<file path="src/rtl/wsfd_pkg.sv">
// Shared types, codes and helpers for the WebSocket frame decoder.
// No dependencies; compile first.
package wsfd_pkg;

  typedef enum logic [2:0] {
    PH_BYTE0,
    PH_BYTE1,
    PH_EXTLEN,
    PH_KEY,
    PH_PAYLOAD,
    PH_DEAD
  } phase_t;

  localparam logic [1:0] KIND_HEADER  = 2'd0;
  localparam logic [1:0] KIND_PAYLOAD = 2'd1;
  localparam logic [1:0] KIND_ERROR   = 2'd2;

  localparam logic [3:0] OP_CONT  = 4'h0;
  localparam logic [3:0] OP_TEXT  = 4'h1;
  localparam logic [3:0] OP_BIN   = 4'h2;
  localparam logic [3:0] OP_CLOSE = 4'h8;
  localparam logic [3:0] OP_PING  = 4'h9;
  localparam logic [3:0] OP_PONG  = 4'hA;

  localparam logic [6:0] LEN_CODE_16 = 7'd126;
  localparam logic [6:0] LEN_CODE_64 = 7'd127;

  // Extended-length and masking-key byte counts minus one, loaded after the length code.
  localparam logic [2:0] EXT16_COUNT = 3'd1;
  localparam logic [2:0] EXT64_COUNT = 3'd7;
  localparam logic [2:0] KEY_COUNT   = 3'd3;

  typedef struct packed {
    logic [1:0]  kind;
    logic        fin;
    logic [3:0]  opcode;
    logic        masked;
    logic [63:0] frame_length;
    logic [7:0]  data_byte;
    logic        last_of_frame;
  } result_t;

  function automatic logic opcode_valid(input logic [3:0] op);
    opcode_valid = (op == OP_CONT) || (op == OP_TEXT) || (op == OP_BIN) ||
                   (op == OP_CLOSE) || (op == OP_PING) || (op == OP_PONG);
  endfunction

endpackage

</file>
<file path="src/rtl/wsfd_if.sv">
// Valid/ready channel interfaces for the frame decoder: raw bytes in, results out.
// No dependencies.
interface wsfd_byte_if;
  logic       valid;
  logic       ready;
  logic [7:0] in_byte;

  modport source (output valid, output in_byte, input ready);
  modport sink   (input valid, input in_byte, output ready);
endinterface

interface wsfd_result_if;
  logic        valid;
  logic        ready;
  logic [1:0]  kind;
  logic        fin;
  logic [3:0]  opcode;
  logic        masked;
  logic [63:0] frame_length;
  logic [7:0]  data_byte;
  logic        last_of_frame;

  modport source (output valid, output kind, output fin, output opcode, output masked,
                  output frame_length, output data_byte, output last_of_frame,
                  input ready);
  modport sink   (input valid, input kind, input fin, input opcode, input masked,
                  input frame_length, input data_byte, input last_of_frame,
                  output ready);
endinterface

</file>
<file path="src/rtl/websocket_frame_decoder_core.sv">
// Top level of the WebSocket frame decoder: input register, parser, result register.
// Depends on wsfd_pkg, wsfd_if (wsfd_byte_if, wsfd_result_if) and wsfd_parser.
//
//   channel | dir | payload                                          | per transfer
//   rx      | in  | in_byte                                          | one stream byte
//   tx      | out | kind fin opcode masked frame_length data_byte    | zero or one result
//           |     | last_of_frame                                    |
//
// One byte per cycle while tx is not stalled; an accepted byte goes through the input
// register, then the parser logic into the result register, before tx.valid rises.
// Synchronous active-high rst returns the parser to the first header byte and
// empties both registers.
// A held result stalls the input register, and rx.ready drops once that is full.
module websocket_frame_decoder_core (
  input logic          clk,
  input logic          rst,
  wsfd_byte_if.sink    rx,
  wsfd_result_if.source tx
);

  logic              s1_valid;
  logic [7:0]        s1_byte;
  logic              out_valid;
  wsfd_pkg::result_t out_res;
  logic              out_free;
  logic              step;
  logic              emit;
  wsfd_pkg::result_t res;

  assign out_free = !out_valid || tx.ready;
  assign step     = s1_valid && out_free;
  assign rx.ready = !s1_valid || out_free;

  always_ff @(posedge clk) begin
    if (rst) begin
      s1_valid <= 1'b0;
    end else if (rx.ready) begin
      s1_valid <= rx.valid;
    end
  end

  always_ff @(posedge clk) begin
    if (rx.valid && rx.ready) begin
      s1_byte <= rx.in_byte;
    end
  end

  wsfd_parser u_parser (
    .clk     (clk),
    .rst     (rst),
    .step    (step),
    .in_byte (s1_byte),
    .emit    (emit),
    .res     (res)
  );

  always_ff @(posedge clk) begin
    if (rst) begin
      out_valid <= 1'b0;
    end else if (out_free) begin
      out_valid <= step && emit;
    end
  end

  // hold the result until the transfer completes
  always_ff @(posedge clk) begin
    if (step && emit) begin
      out_res <= res;
    end
  end

  assign tx.valid         = out_valid;
  assign tx.kind          = out_res.kind;
  assign tx.fin           = out_res.fin;
  assign tx.opcode        = out_res.opcode;
  assign tx.masked        = out_res.masked;
  assign tx.frame_length  = out_res.frame_length;
  assign tx.data_byte     = out_res.data_byte;
  assign tx.last_of_frame = out_res.last_of_frame;

endmodule

</file>
<file path="src/rtl/wsfd_parser.sv">
// Frame parser state and per-byte update: header fields, extended length,
// masking key and payload unmasking. Depends on wsfd_pkg.
module wsfd_parser (
  input  logic                clk,
  input  logic                rst,
  input  logic                step,
  input  logic [7:0]          in_byte,
  output logic                emit,
  output wsfd_pkg::result_t   res
);

  wsfd_pkg::phase_t phase, phase_next;
  logic        frame_fin, frame_fin_next;
  logic [3:0]  frame_opcode, frame_opcode_next;
  logic        frame_masked, frame_masked_next;
  logic [63:0] length_acc, length_acc_next;
  logic [2:0]  header_byte_count, header_byte_count_next;
  logic [31:0] mask_key, mask_key_next;
  logic [63:0] remaining, remaining_next;
  logic [1:0]  key_index, key_index_next;

  always_ff @(posedge clk) begin
    if (rst) begin
      phase             <= wsfd_pkg::PH_BYTE0;
      frame_fin         <= 1'b0;
      frame_opcode      <= '0;
      frame_masked      <= 1'b0;
      length_acc        <= '0;
      header_byte_count <= '0;
      mask_key          <= '0;
      remaining         <= '0;
      key_index         <= '0;
    end else if (step) begin
      phase             <= phase_next;
      frame_fin         <= frame_fin_next;
      frame_opcode      <= frame_opcode_next;
      frame_masked      <= frame_masked_next;
      length_acc        <= length_acc_next;
      header_byte_count <= header_byte_count_next;
      mask_key          <= mask_key_next;
      remaining         <= remaining_next;
      key_index         <= key_index_next;
    end
  end

  logic [6:0] len_code;
  logic [7:0] key_byte;
  logic       len_done;
  logic       hdr_done;
  logic       pay_last;
  logic [1:0] kind;
  logic [7:0] data_byte;
  logic       last_flag;

  assign len_code = in_byte[6:0];
  assign pay_last = (remaining <= 64'd1);

  always_comb begin
    case (key_index)
      2'd0:    key_byte = mask_key[31:24];
      2'd1:    key_byte = mask_key[23:16];
      2'd2:    key_byte = mask_key[15:8];
      default: key_byte = mask_key[7:0];
    endcase
  end

  always_comb begin
    phase_next             = phase;
    frame_fin_next         = frame_fin;
    frame_opcode_next      = frame_opcode;
    frame_masked_next      = frame_masked;
    length_acc_next        = length_acc;
    header_byte_count_next = header_byte_count;
    mask_key_next          = mask_key;
    remaining_next         = remaining;
    key_index_next         = key_index;
    len_done               = 1'b0;
    hdr_done               = 1'b0;
    emit                   = 1'b0;
    kind                   = wsfd_pkg::KIND_HEADER;
    data_byte              = 8'd0;
    last_flag              = 1'b0;

    case (phase)
      wsfd_pkg::PH_BYTE0: begin
        frame_fin_next    = in_byte[7];
        frame_opcode_next = in_byte[3:0];
        frame_masked_next = 1'b0;
        length_acc_next   = '0;
        if (!wsfd_pkg::opcode_valid(in_byte[3:0])) begin
          emit       = 1'b1;
          kind       = wsfd_pkg::KIND_ERROR;
          phase_next = wsfd_pkg::PH_DEAD;
        end else begin
          phase_next = wsfd_pkg::PH_BYTE1;
        end
      end
      wsfd_pkg::PH_BYTE1: begin
        frame_masked_next = in_byte[7];
        if (len_code == wsfd_pkg::LEN_CODE_16 || len_code == wsfd_pkg::LEN_CODE_64) begin
          length_acc_next        = '0;
          header_byte_count_next = (len_code == wsfd_pkg::LEN_CODE_16) ?
                                   wsfd_pkg::EXT16_COUNT : wsfd_pkg::EXT64_COUNT;
          phase_next             = wsfd_pkg::PH_EXTLEN;
        end else begin
          length_acc_next = {57'd0, len_code};
          len_done        = 1'b1;
        end
      end
      wsfd_pkg::PH_EXTLEN: begin
        length_acc_next = {length_acc[55:0], in_byte};
        if (header_byte_count != 3'd0) begin
          header_byte_count_next = header_byte_count - 3'd1;
        end else begin
          len_done = 1'b1;
        end
      end
      wsfd_pkg::PH_KEY: begin
        mask_key_next = {mask_key[23:0], in_byte};
        if (header_byte_count != 3'd0) begin
          header_byte_count_next = header_byte_count - 3'd1;
        end else begin
          hdr_done = 1'b1;
        end
      end
      wsfd_pkg::PH_PAYLOAD: begin
        emit           = 1'b1;
        kind           = wsfd_pkg::KIND_PAYLOAD;
        data_byte      = frame_masked ? (in_byte ^ key_byte) : in_byte;
        last_flag      = pay_last;
        remaining_next = pay_last ? 64'd0 : remaining - 64'd1;
        key_index_next = key_index + 2'd1;
        if (pay_last) begin
          phase_next = wsfd_pkg::PH_BYTE0;
        end
      end
      default: begin
        // dead after a bad opcode: drop every byte
      end
    endcase

    // Length known: collect the key if masked, else the header is complete.
    if (len_done) begin
      if (frame_masked_next) begin
        mask_key_next          = '0;
        header_byte_count_next = wsfd_pkg::KEY_COUNT;
        phase_next             = wsfd_pkg::PH_KEY;
      end else begin
        hdr_done = 1'b1;
      end
    end

    if (hdr_done) begin
      emit           = 1'b1;
      kind           = wsfd_pkg::KIND_HEADER;
      last_flag      = (length_acc_next == 64'd0);
      remaining_next = length_acc_next;
      key_index_next = 2'd0;
      phase_next     = (length_acc_next == 64'd0) ? wsfd_pkg::PH_BYTE0 :
                                                    wsfd_pkg::PH_PAYLOAD;
    end
  end

  always_comb begin
    res.kind          = kind;
    res.fin           = frame_fin_next;
    res.opcode        = frame_opcode_next;
    res.masked        = frame_masked_next;
    res.frame_length  = length_acc_next;
    res.data_byte     = data_byte;
    res.last_of_frame = last_flag;
  end

endmodule

</file>
<file path="src/flat_wrapper.sv">
// flat-port wrapper written by rule: the top's interface ports become plain ports
module websocket_frame_decoder_core_flat 
  (clk, rst, rx_valid, rx_in_byte, rx_ready, tx_valid, tx_kind, tx_fin, tx_opcode, tx_masked, tx_frame_length, tx_data_byte, tx_last_of_frame, tx_ready);
  wsfd_byte_if rx_i ();
  wsfd_result_if tx_i ();
  input logic clk;
  input logic rst;
  input wire logic [$bits(rx_i.valid)-1:0] rx_valid;
  input wire logic [$bits(rx_i.in_byte)-1:0] rx_in_byte;
  output wire logic [$bits(rx_i.ready)-1:0] rx_ready;
  output wire logic [$bits(tx_i.valid)-1:0] tx_valid;
  output wire logic [$bits(tx_i.kind)-1:0] tx_kind;
  output wire logic [$bits(tx_i.fin)-1:0] tx_fin;
  output wire logic [$bits(tx_i.opcode)-1:0] tx_opcode;
  output wire logic [$bits(tx_i.masked)-1:0] tx_masked;
  output wire logic [$bits(tx_i.frame_length)-1:0] tx_frame_length;
  output wire logic [$bits(tx_i.data_byte)-1:0] tx_data_byte;
  output wire logic [$bits(tx_i.last_of_frame)-1:0] tx_last_of_frame;
  input wire logic [$bits(tx_i.ready)-1:0] tx_ready;
  assign rx_i.valid = rx_valid;
  assign rx_i.in_byte = rx_in_byte;
  assign rx_ready = rx_i.ready;
  assign tx_valid = tx_i.valid;
  assign tx_kind = tx_i.kind;
  assign tx_fin = tx_i.fin;
  assign tx_opcode = tx_i.opcode;
  assign tx_masked = tx_i.masked;
  assign tx_frame_length = tx_i.frame_length;
  assign tx_data_byte = tx_i.data_byte;
  assign tx_last_of_frame = tx_i.last_of_frame;
  assign tx_i.ready = tx_ready;
  websocket_frame_decoder_core u_core (.clk(clk), .rst(rst), .rx(rx_i), .tx(tx_i));
endmodule
</file>
<file path="config.mk">
export PLATFORM = sky130hd
export DESIGN_NAME = websocket_frame_decoder_core_flat
export DESIGN_NICKNAME = d
export VERILOG_FILES = /design/src/rtl/wsfd_pkg.sv /design/src/rtl/wsfd_if.sv /design/src/rtl/websocket_frame_decoder_core.sv /design/src/rtl/wsfd_parser.sv /design/src/flat_wrapper.sv
export SDC_FILE = /design/constraint.sdc
export NUM_CORES = 1
export LEC_CHECK = 0
export BUFFER_PORTS_ARGS = -buffer_cell sky130_fd_sc_hd__buf_4
export CAP_MARGIN = 40
export CORE_ASPECT_RATIO = 1.25
export CORE_MARGIN = 5
export CORE_UTILIZATION = 60
export DETAILED_ROUTE_END_ITERATION = 7
export GPL_TIMING_DRIVEN = 0
export PLACE_DENSITY = 0.91
export SYNTH_ARGS = -nofsm -noshare
export SYNTH_HDL_FRONTEND = slang
export SYNTH_SLANG_ARGS = --single-unit
</file>
<file path="constraint.sdc">
create_clock -name clk -period 10.7 [get_ports clk]
set_clock_uncertainty 0.2 [all_clocks]
set_input_delay 1.07 -clock clk [delete_from_list [all_inputs] [get_ports clk]]
set_output_delay 1.07 -clock clk [all_outputs]
set_load 0.02 [all_outputs]
</file>
# Word-level counts from Yosys, hierarchy flattened
# Index checks and enable logic that the tools add are counted.
[totals]
latchBits = 0
input_bits = 12
mem_bits_rw = 0
output_inout_bits = 83
word_cells = 100
rom_bits = 0
mem_count = 0
ff_bits = 265
[op_classes]
n_div = 0
n_eq_ne = 13
n_reduce_logical = 21
n_addsub = 3
n_shift = 0
n_mul = 0
order_cmp = 1
mux = 42
n_bitwise = 1
[ops]
columns = ["cell", "count"]
rows = [
  ["$mux 64", 3],
  ["$pmux 64 s3", 1],
  ["$mux 32", 3],
  ["$le 64x1->1 const B", 1],
  ["$logic_not 64->1", 1],
  ["$sub 64x1->64 const B", 1],
  ["$mux 3", 12],
  ["$pmux 8 s3", 1],
  ["$eq 7x7->1 const B", 2],
  ["$eq 4x4->1 const B", 3],
  ["$mux 1", 10],
  ["$pmux 3 s3", 1],
  ["$logic_or 1x1->1", 8],
  ["$mux 8", 1],
  ["$xor 8x8->8", 1],
  ["$mux 7", 1],
  ["$eq 3x2->1 const B", 2],
  ["$mux 2", 3],
  ["$pmux 1 s2", 3],
  ["$pmux 3 s2", 1],
  ["$eq 4x1->1 const B", 1],
  ["$eq 4x2->1 const B", 1],
  ["$logic_not 4->1", 1],
  ["$mux 4", 1],
  ["other kinds (15)", 18],
]

# Longest topological paths before layout
# Gate-level depths: netlist (run 1).
[depth]
word_depth = 11
depth_mapped = 10
depth_no_buf = 8

# Cells and area by module
# From an unflattened synthesis (run 1), not the netlist that was laid out.
[hier_totals]
hier_cells = 1444
hier_area_um2 = 12637.1
[modules_own_cells]
columns = ["module", "seq_area_each_um2", "area_each_um2", "cells_per_inst", "n_inst"]
rows = [
  ["wsfd_parser", 3483.3, 9862.0, 1344, 1],
  ["websocket_frame_decoder_core", 2712.6, 2775.2, 100, 1],
]

# Worst setup path before layout (run 1)
# OpenSTA, ideal clock, no wires.
[synth_timing]
path_type = "input port to flip-flop"
start = "input port tx_ready"
end = "register u_core.out_res (netlist bit u_core.tx.data_byte[0]), enable pin"
t_required_ns = 9.700
path_slack_ns = 6.041
path_stages = 7
path_buffers = 3
setup_ns = 0.800
arrival_time_ns = 3.659
cell_sequence = "nand2b_1 > and2_1 > clkbuf_1 > o31ai_1 > clkbuf_1 > buf_1 > nand2_1"
[synth_between]
elab_chain_len = 3
[synth_lines]
columns = ["item", "line_no", "rtl"]
rows = [
  ["start, declared", "flat_wrapper.sv:19", "input wire logic [$bits(tx_i.ready)-1:0] tx_ready;"],
  ["$logic_or 1x1->1", "websocket_frame_decoder_core.sv:30", "assign out_free = !out_valid || tx.ready;"],
  ["$logic_and 1x1->1", "websocket_frame_decoder_core.sv:31", "assign step = s1_valid && out_free;"],
  ["$logic_and 1x1->1", "websocket_frame_decoder_core.sv:67", "if (step && emit) begin"],
  ["end signal, assigned", "websocket_frame_decoder_core.sv:68", "out_res <= res;"],
  ["end, declared", "websocket_frame_decoder_core.sv:24", "wsfd_pkg::result_t out_res;"],
]
# No other way between the ends.
# A chain may end at the register's enable or synchronous reset.

# Worst setup path in the final report (run 1)
[layout_timing]
start = "register u_core.u_parser.header_byte_count[0]"
end = "register u_core.out_res (netlist bit u_core.tx.frame_length[29]), enable pin"
[layout_between]
elab_chain_len = 7
word_cells_on_any_way = 8
cone_classes = "mux: 6; reduce/logical: 2"
[layout_lines]
columns = ["item", "line_no", "rtl"]
rows = [
  ["start, declared", "wsfd_parser.sv:17", "logic [2:0] header_byte_count, header_byte_count_next;"],
  ["start signal, assigned", "wsfd_parser.sv:39", "header_byte_count <= header_byte_count_next;"],
  ["$reduce_bool 3->1 *", "wsfd_parser.sv:112, wsfd_parser.sv:120", ""],
  ["$mux 1 *", "wsfd_parser.sv:112, wsfd_parser.sv:120", ""],
  ["$mux 1", "wsfd_parser.sv:84", "case (phase)"],
  ["$mux 1", "wsfd_parser.sv:144", "if (frame_masked_next) begin"],
  ["$mux 1 *", "wsfd_parser.sv:143", "if (len_done) begin"],
  ["$mux 1 *", "wsfd_parser.sv:153", "if (hdr_done) begin"],
  ["$logic_and 1x1->1 *", "websocket_frame_decoder_core.sv:67", ""],
]
# Every way passes the cells marked *; elsewhere a longest branch is shown, timed or not.

==> flow_summary.toml, run 1 <==
[outcome]
outcome = "complete, no violations"

[detailed_routing]
drt_iter0_drc = 1838
wl_per_cell_um = 24.64
drt-total-wl_um = 45170
drtPass1Iterations = 6
drc = 0
antenna_left = 0
viasPerCell = 6.963
vias = 12763

[clock_network]
cts.root.buffer_cell = "clkbuf_16"
clk_path_buf_depth = 3
cts.clk_slew.worst_paths_ns = 0.06
ctsResizeCount = 0
cts_tree = "done"
postCtsSetupRepairBufs = 0
htreeDepth = 1
cts-hold-fix-buffers = 0
cts_buffers = 26
clock-sinks = 265
clk_latency_ns = 0.56

[cells_and_area]
seq_area_mm2 = 0.006196
area_delta_synth_final_pct = 15.76
fillers = 1621
fin_util_pct = 69.99
nets = 1558
final_layout_size_suffix_gt1_share_pct = 10.33
multi_input_area_mm2 = 0.005702
layoutNonFillerInstCount = 1833

[place]
placed_cells = 1784
dp_slack_ns = 6.312
hpwlAfterDp_um = 32030
place_congestion = 1.063
io_buffers = 94

[sta]
setup_violations = 0
rsz0062_at_grt = "false"
tightest_slew_ns = 0.9276
fmax_mhz = 229.8
fin_setup_tns_ns = 0
period_needed_ns = 4.351
slew_headroom_pct = 37.59
slew_viol_final = 0
fin_crit_sh_pct = 40.66
hold_violations = 0
fin_ws_ns = 6.349

[setup_path]
path_max_fanout = 49
crit_required_ns = 10.73
cpLargestDelayFamily = "simple AND/OR/NAND/NOR gates"
cp.arrival_ns = 4.39
slowest_delay_ns = 0.76
reg2reg_from = "u_core.u_parser.header_byte_count[0]"
critical_path_depth = 10
reg2reg_depth = 10
critPathSlowestCell = "nor4b_1"
cp.buffers_inverters = 5
cp-start-kind = "flop"
r2r_slack_ns = 6.35
cp_cell_sequence = "inv_1 > ha_1 > nor2b_1 > nor4b_1 > o31ai_1 > buf_2 > clkbuf_1 > buf_1 > nand2_4 > buf_16"
path_class = "reg -> reg"
crit_path_start = "u_core.u_parser.header_byte_count[0]"
cp-end-kind = "flop"

[logic_synthesis]
avgSynthCellArea_um2 = 8.858
ys_types = 68
synth_nets = 1431
seq_area_frac_synth_pct = 49.57
synth_edf_count = 89
synth-seq-cells = 265
synthFlopType = "dfxtp_1"
syn-cell-area_mm2 = 0.01250
synthCells = 1411
synth_warnings = 0
async_reset_ff_share_pct = 0

[global_route]
grt_pass1_vias = 12283
grt_usage_pct = 36.81
overflow = 0
grt_max_degree = 50
grt_antenna_before_repair = 0
grt_pass1_wl_um = 68780

[worst_hold_path]
whs_path_depth = 2
hp-class = "reg -> reg"
min_from = "u_core.u_parser.frame_opcode[2]"

[die]
initial_core_util_pct = 60.47
ioPinCount = 95
design.core.area_mm2 = 0.02067
rows = 59
die_h_um = 171.4
die_area_mm2 = 0.02384
die_w_um = 139.1

[job]
drv_cap = 0
[cell usage after synthesis, types with 5 or more instances]
library cell | n | area [um^2]
nor2_1 | 180 | 675.7
dfxtp_1 | 176 | 3523
nand2_1 | 135 | 506.7
clkbuf_1 | 95 | 356.6
nor3_1 | 94 | 470.5
edfxtp_1 | 89 | 2673
a21oi_1 | 87 | 435.4
inv_1 | 45 | 168.9
a22oi_1 | 42 | 315.3
a211oi_1 | 40 | 300.3
a22o_1 | 38 | 332.8
o21ai_0 | 38 | 190.2
a31oi_1 | 34 | 212.7
nor4_1 | 34 | 212.7
nand3_1 | 33 | 165.2
or3_1 | 20 | 125.1
or4_1 | 20 | 150.1
buf_1 | 16 | 60.06
nand4_1 | 15 | 93.84
a32oi_1 | 14 | 122.6
nor2b_1 | 10 | 62.56
a222oi_1 | 8 | 80.08
and3_1 | 8 | 50.05
ha_1 | 8 | 100.1
o32ai_1 | 8 | 70.07
xor2_1 | 8 | 70.07
o211ai_1 | 7 | 52.55
and2_1 | 6 | 37.54
mux2_2 | 6 | 67.56
nand2b_1 | 6 | 37.54
a32o_1 | 5 | 50.05
nand3b_1 | 5 | 37.54
o22ai_1 | 5 | 31.28
[state kept, by name, summed over array words and instances (netlist names)]
signal and cells:
u_core.s1_byte 8, u_core.s1_valid 1, u_core.tx.data_byte 8, u_core.tx.fin 1, u_core.tx.frame_length 64, u_core.tx.kind 2, u_core.tx.last_of_frame 1, u_core.tx.masked 1
u_core.tx.opcode 4, u_core.tx.valid 1, u_core.u_parser.frame_fin 1, u_core.u_parser.frame_masked 1, u_core.u_parser.frame_opcode 4, u_core.u_parser.header_byte_count 3, u_core.u_parser.key_index 2, u_core.u_parser.length_acc 64
u_core.u_parser.mask_key 32, u_core.u_parser.phase 3, u_core.u_parser.remaining 64
[path summary, 6_finish.rpt]
kind | end
setup / recovery | u_core.tx.frame_length[29]
hold / removal | u_core.u_parser.frame_opcode[2]
setup reg to reg | u_core.tx.frame_length[29]
hold reg to reg | u_core.u_parser.frame_opcode[2]
[metrics by stage]
stage | cell area (um^2) | hold WS (ns)
5_1_grt | 14470 | 0.2817
6_report | 14470 | 0.2578
4_1_cts | 14470 | 0.2578
3_3_place_gp | 13550 | 0.2402
2_1_floorplan | 12500 | 0.2338
3_5_place_dp | 13600 | 0.2495
[kinds of logic after synthesis]
| family | share of synthesized area, % |
|---|---|
| flops | 49.57 |
| buf+inv | 4.865 |
| compound gates | 20.77 |
| xor+xnor | 0.8409 |
| fa+ha+maj | 0.8009 |
| simple gates | 22.44 |
| mux | 0.7007 |
[per-layer routing]
metal	track usage (%)	routed length, um
met5	0	0
met4	31.53	4749
met3	7.592	5730
met2	57.77	19670
met1	43.39	15020
[final cells by class]
class	instances	area share [%]
plain buffers	115	3.036
multi-input cells	986	39.41
flip-flops and latches	265	42.83
clock inverters	20	1.358
clock buffers	28	4.618
diodes	1	0.01730
well taps	274	2.370
inverters	45	1.168
repair buffers	99	5.198
[layout by cell type (no fill, tap or decap), types with 7 or more instances in the layout]
| cell | n |
|---|---|
| a21oi_1 | 87 |
| dfxtp_1 | 176 |
| a31oi_1 | 34 |
| inv_1 | 45 |
| buf_4 | 95 |
| nor2b_1 | 10 |
| or3_1 | 20 |
| ha_1 | 8 |
| xor2_1 | 8 |
| o21ai_0 | 38 |
| o32ai_1 | 8 |
| nor4_1 | 34 |
| a211oi_1 | 40 |
| nor3_1 | 94 |
| a32oi_1 | 14 |
| a222oi_1 | 8 |
| a22oi_1 | 42 |
| edfxtp_1 | 89 |
| and3_1 | 8 |
| clkbuf_1 | 96 |
| a22o_1 | 38 |
| or4_1 | 20 |
| buf_1 | 17 |
| nand3_1 | 33 |
| o211ai_1 | 7 |
| nor2_1 | 180 |
| clkbuf_16 | 26 |
| nand2_1 | 134 |
| nand4_1 | 15 |
[worst reg2reg max path: cells and delay by family, from the launching register on]
kind / cells / cell delay [ns]
simple gates: 3 / 1.73
buf+inv: 5 / 1.45
flops: 1 / 0.30
fa+ha+maj: 1 / 0.20
compound gates: 1 / 0.11
Power of run 1 is left out: the tool's default activity adds up to more than one toggle a clock period on the data nets, which glitch-free logic cannot reach.
==> run 2: changes to the inputs <==
- clock period: 10.7 -> 4.1 ns (I/O delays scaled with it)
==> run 2 against run 1 <==
  * The flow now finishes with violations (DRC, setup timing)
  * Cell count increased by 0.60%
  * Worst setup slack worse by 6.4 ns
  * Sequential share of layout area fell by 0.39 points
  * Critical endpoint is now u_core.u_parser.remaining[34]
==> flow_summary.toml, run 2 (same netlist as run 1, synthesis figures left out) <==
[outcome]
outcome = "finished, violations left"
violations = "DRC, setup timing"

[place]
place_congestion = 1.031
dp_slack_ns = -0.4114
io_buffers = 94
hpwlAfterDp_um = 33840
placed_cells = 1785

[setup_path]
regToRegEndpoint = "u_core.u_parser.remaining[34]"
cp.buffers_inverters = 4
path_class = "reg -> reg"
cp-start-kind = "flop"
cp-end-kind = "flop"
slowest_delay_ns = 0.64
cp_common_cell = "clkbuf_1"
critPathSlowestCell = "clkbuf_1"
crit_required_ns = 4.38
reg2reg_depth = 10
path_max_fanout = 10
cp.arrival_ns = 4.41
r2r_slack_ns = -0.04
cpLargestDelayFamily = "buffers and inverters"
reg2reg_from = "u_core.s1_byte[7]"
cp_cell_sequence = "clkbuf_1 > nor4b_1 > a21boi_1 > o31ai_1 > buf_2 > clkbuf_1 > clkbuf_1 > nand2_1 > o31ai_1 > o2bb2ai_1"

[detailed_routing]
drc = 18
viasPerCell = 6.943
drtPass1Iterations = 8
drt_iter0_drc = 2074
drt-total-wl_um = 49190
wl_per_cell_um = 26.68
vias = 12802
antenna_left = 0

[power]
p_per_area_mw_per_mm2 = 953.1
p_total_w = 0.01392
swShare_pct = 50.39
p_int_w = 0.006904
ir_worst_vdd_mv = 1.140
p_sw_w = 0.007012
power.leakage_nw = 5.410
combinationalPowerShare_pct = 58.4
p_clk_share_pct = 18.2
seqPwrFrac_pct = 23.3

[cells_and_area]
fin_util_pct = 70.64
fillers = 1635
nets = 1569
seq_area_mm2 = 0.006196
final_layout_size_suffix_gt1_share_pct = 10.33
final_cell_mix = "180 x nor2_1, 176 x dfxtp_1, 134 x nand2_1"
layout_commonest_cell = "nor2_1"
layoutNonFillerInstCount = 1844
multi_input_area_mm2 = 0.005717
area_delta_synth_final_pct = 16.83

[global_route]
grt_pass1_wl_um = 73330
grt_antenna_before_repair = 1
met3_usage_pct = 7.675
grt_pass1_vias = 12208
grt_busiest_layer = "met2"
use_met1_pct = 48.20
grt_usage_pct = 40.02
overflow = 0
grt_max_degree = 43
grt.met2_usage_pct = 65.57

[clock_network]
htreeDepth = 1
cts.clk_slew.worst_paths_ns = 0.06
postCtsSetupRepairBufs = 0
cts_tree = "done"
clk_latency_ns = 0.57
cts.root.buffer_cell = "clkbuf_16"
clk_path_buf_depth = 3
clock-sinks = 265
cts_buffers = 27

[worst_hold_path]
whs_path_depth = 4
min_from = "tx_ready"
min_to = "u_core.s1_valid"
hp-class = "in -> reg"

[sta]
slew_viol_final = 0
fin_setup_tns_ns = -0.07538
period_needed_ns = 4.137
fin_crit_sh_pct = 100.9
rsz0062_at_grt = "false"
fmax_mhz = 241.7
hold_violations = 0
slew_headroom_pct = 37.23
tightest_slew_ns = 0.9381
fin_ws_ns = -0.03692
setup_violations = 3

[die]
rows = 59
die_h_um = 171.4
die_w_um = 139.1
ioPinCount = 95
die_area_mm2 = 0.02384
initial_core_util_pct = 60.47
design.core.area_mm2 = 0.02067

[job]
drv_cap = 0
run 2: changes by cell type in the layout (fill, tap and decap cells not counted), sizes merged:
cell | before | now
clkbuf | 123 | 131
clkinvlp | 1 | 0
bufinv | 2 | 3
inv | 49 | 47
buf | 119 | 120
dlygate4sd3 | 0 | 9
clkinv | 13 | 8
run 2: routing by layer:
layer,vias to the layer above,wire (um)
met5,-,0
met4,0,4013
met3,258,5736
met2,1030,22490
met1,5975,16950
li1,5539,-
run 2: through the flow:
| stage | cell area [um^2] | hold WS (ns) |
|---|---|---|
| 2_1_floorplan | 12500 | 0.2338 |
| 3_3_place_gp | 13550 | 0.2402 |
| 3_5_place_dp | 13600 | 0.2439 |
| 4_1_cts | 14590 | 0.007140 |
| 5_1_grt | 14600 | 0.08392 |
| 6_report | 14600 | 0.07832 |
run 2: timing repair:
item                                    in CTS  in global routing
hold buffers                                 9                  0
pin swaps                                    0                  0
resized for setup                            2                  3
hold endpoints to repair                     9                  0
endpoints found under the setup margin      81                 40
run 2: final cells by class:
cell class / count / area share (%)
clock inverter: 13 / 1.080
timing repair buffer: 109 / 5.793
sequential: 265 / 42.43
clock buffer: 36 / 4.996
buffer: 115 / 3.025
tap: 274 / 2.348
multi-input combinational: 986 / 39.15
inverter: 45 / 1.157
antenna: 1 / 0.01714
run 2: worst max-delay path by stage:
stage / start / end / slack, ns / depth (start not counted)
floorplan: u_core.u_parser.header_byte_count[0] / u_core.tx.data_byte[0] / 0.52 / 8
global placement: u_core.s1_byte[7] / u_core.tx.frame_length[31] / -1.51 / 7
detailed placement: u_core.u_parser.header_byte_count[0] / u_core.tx.frame_length[31] / -0.41 / 10
CTS: u_core.s1_byte[7] / u_core.tx.frame_length[50] / 0.02 / 9
global route: u_core.u_parser.header_byte_count[0] / u_core.u_parser.remaining[10] / 0.0005 / 9
finish: u_core.s1_byte[7] / u_core.u_parser.remaining[34] / -0.04 / 10
run 2: tightest hold or removal path, cell delays in order:
cell and delay [ns]:
buf_4 0.10, nor2b_1 0.07, a21oi_1 0.16, nor2_1 0.05
run 2: power groups by stage:
stage | combinational (W) | clock (W) | sequential, W
finish | 0.00813 | 0.00254 | 0.00325
global route | 0.00888 | 0.00265 | 0.00328
global placement | 0.00818 | 0 | 0.00330
detailed placement | 0.00835 | 0 | 0.00330
floorplan | 0.00702 | 0 | 0.00335
CTS | 0.00836 | 0.00251 | 0.00325
No activity file was read; power rests on OpenSTA's default activity.
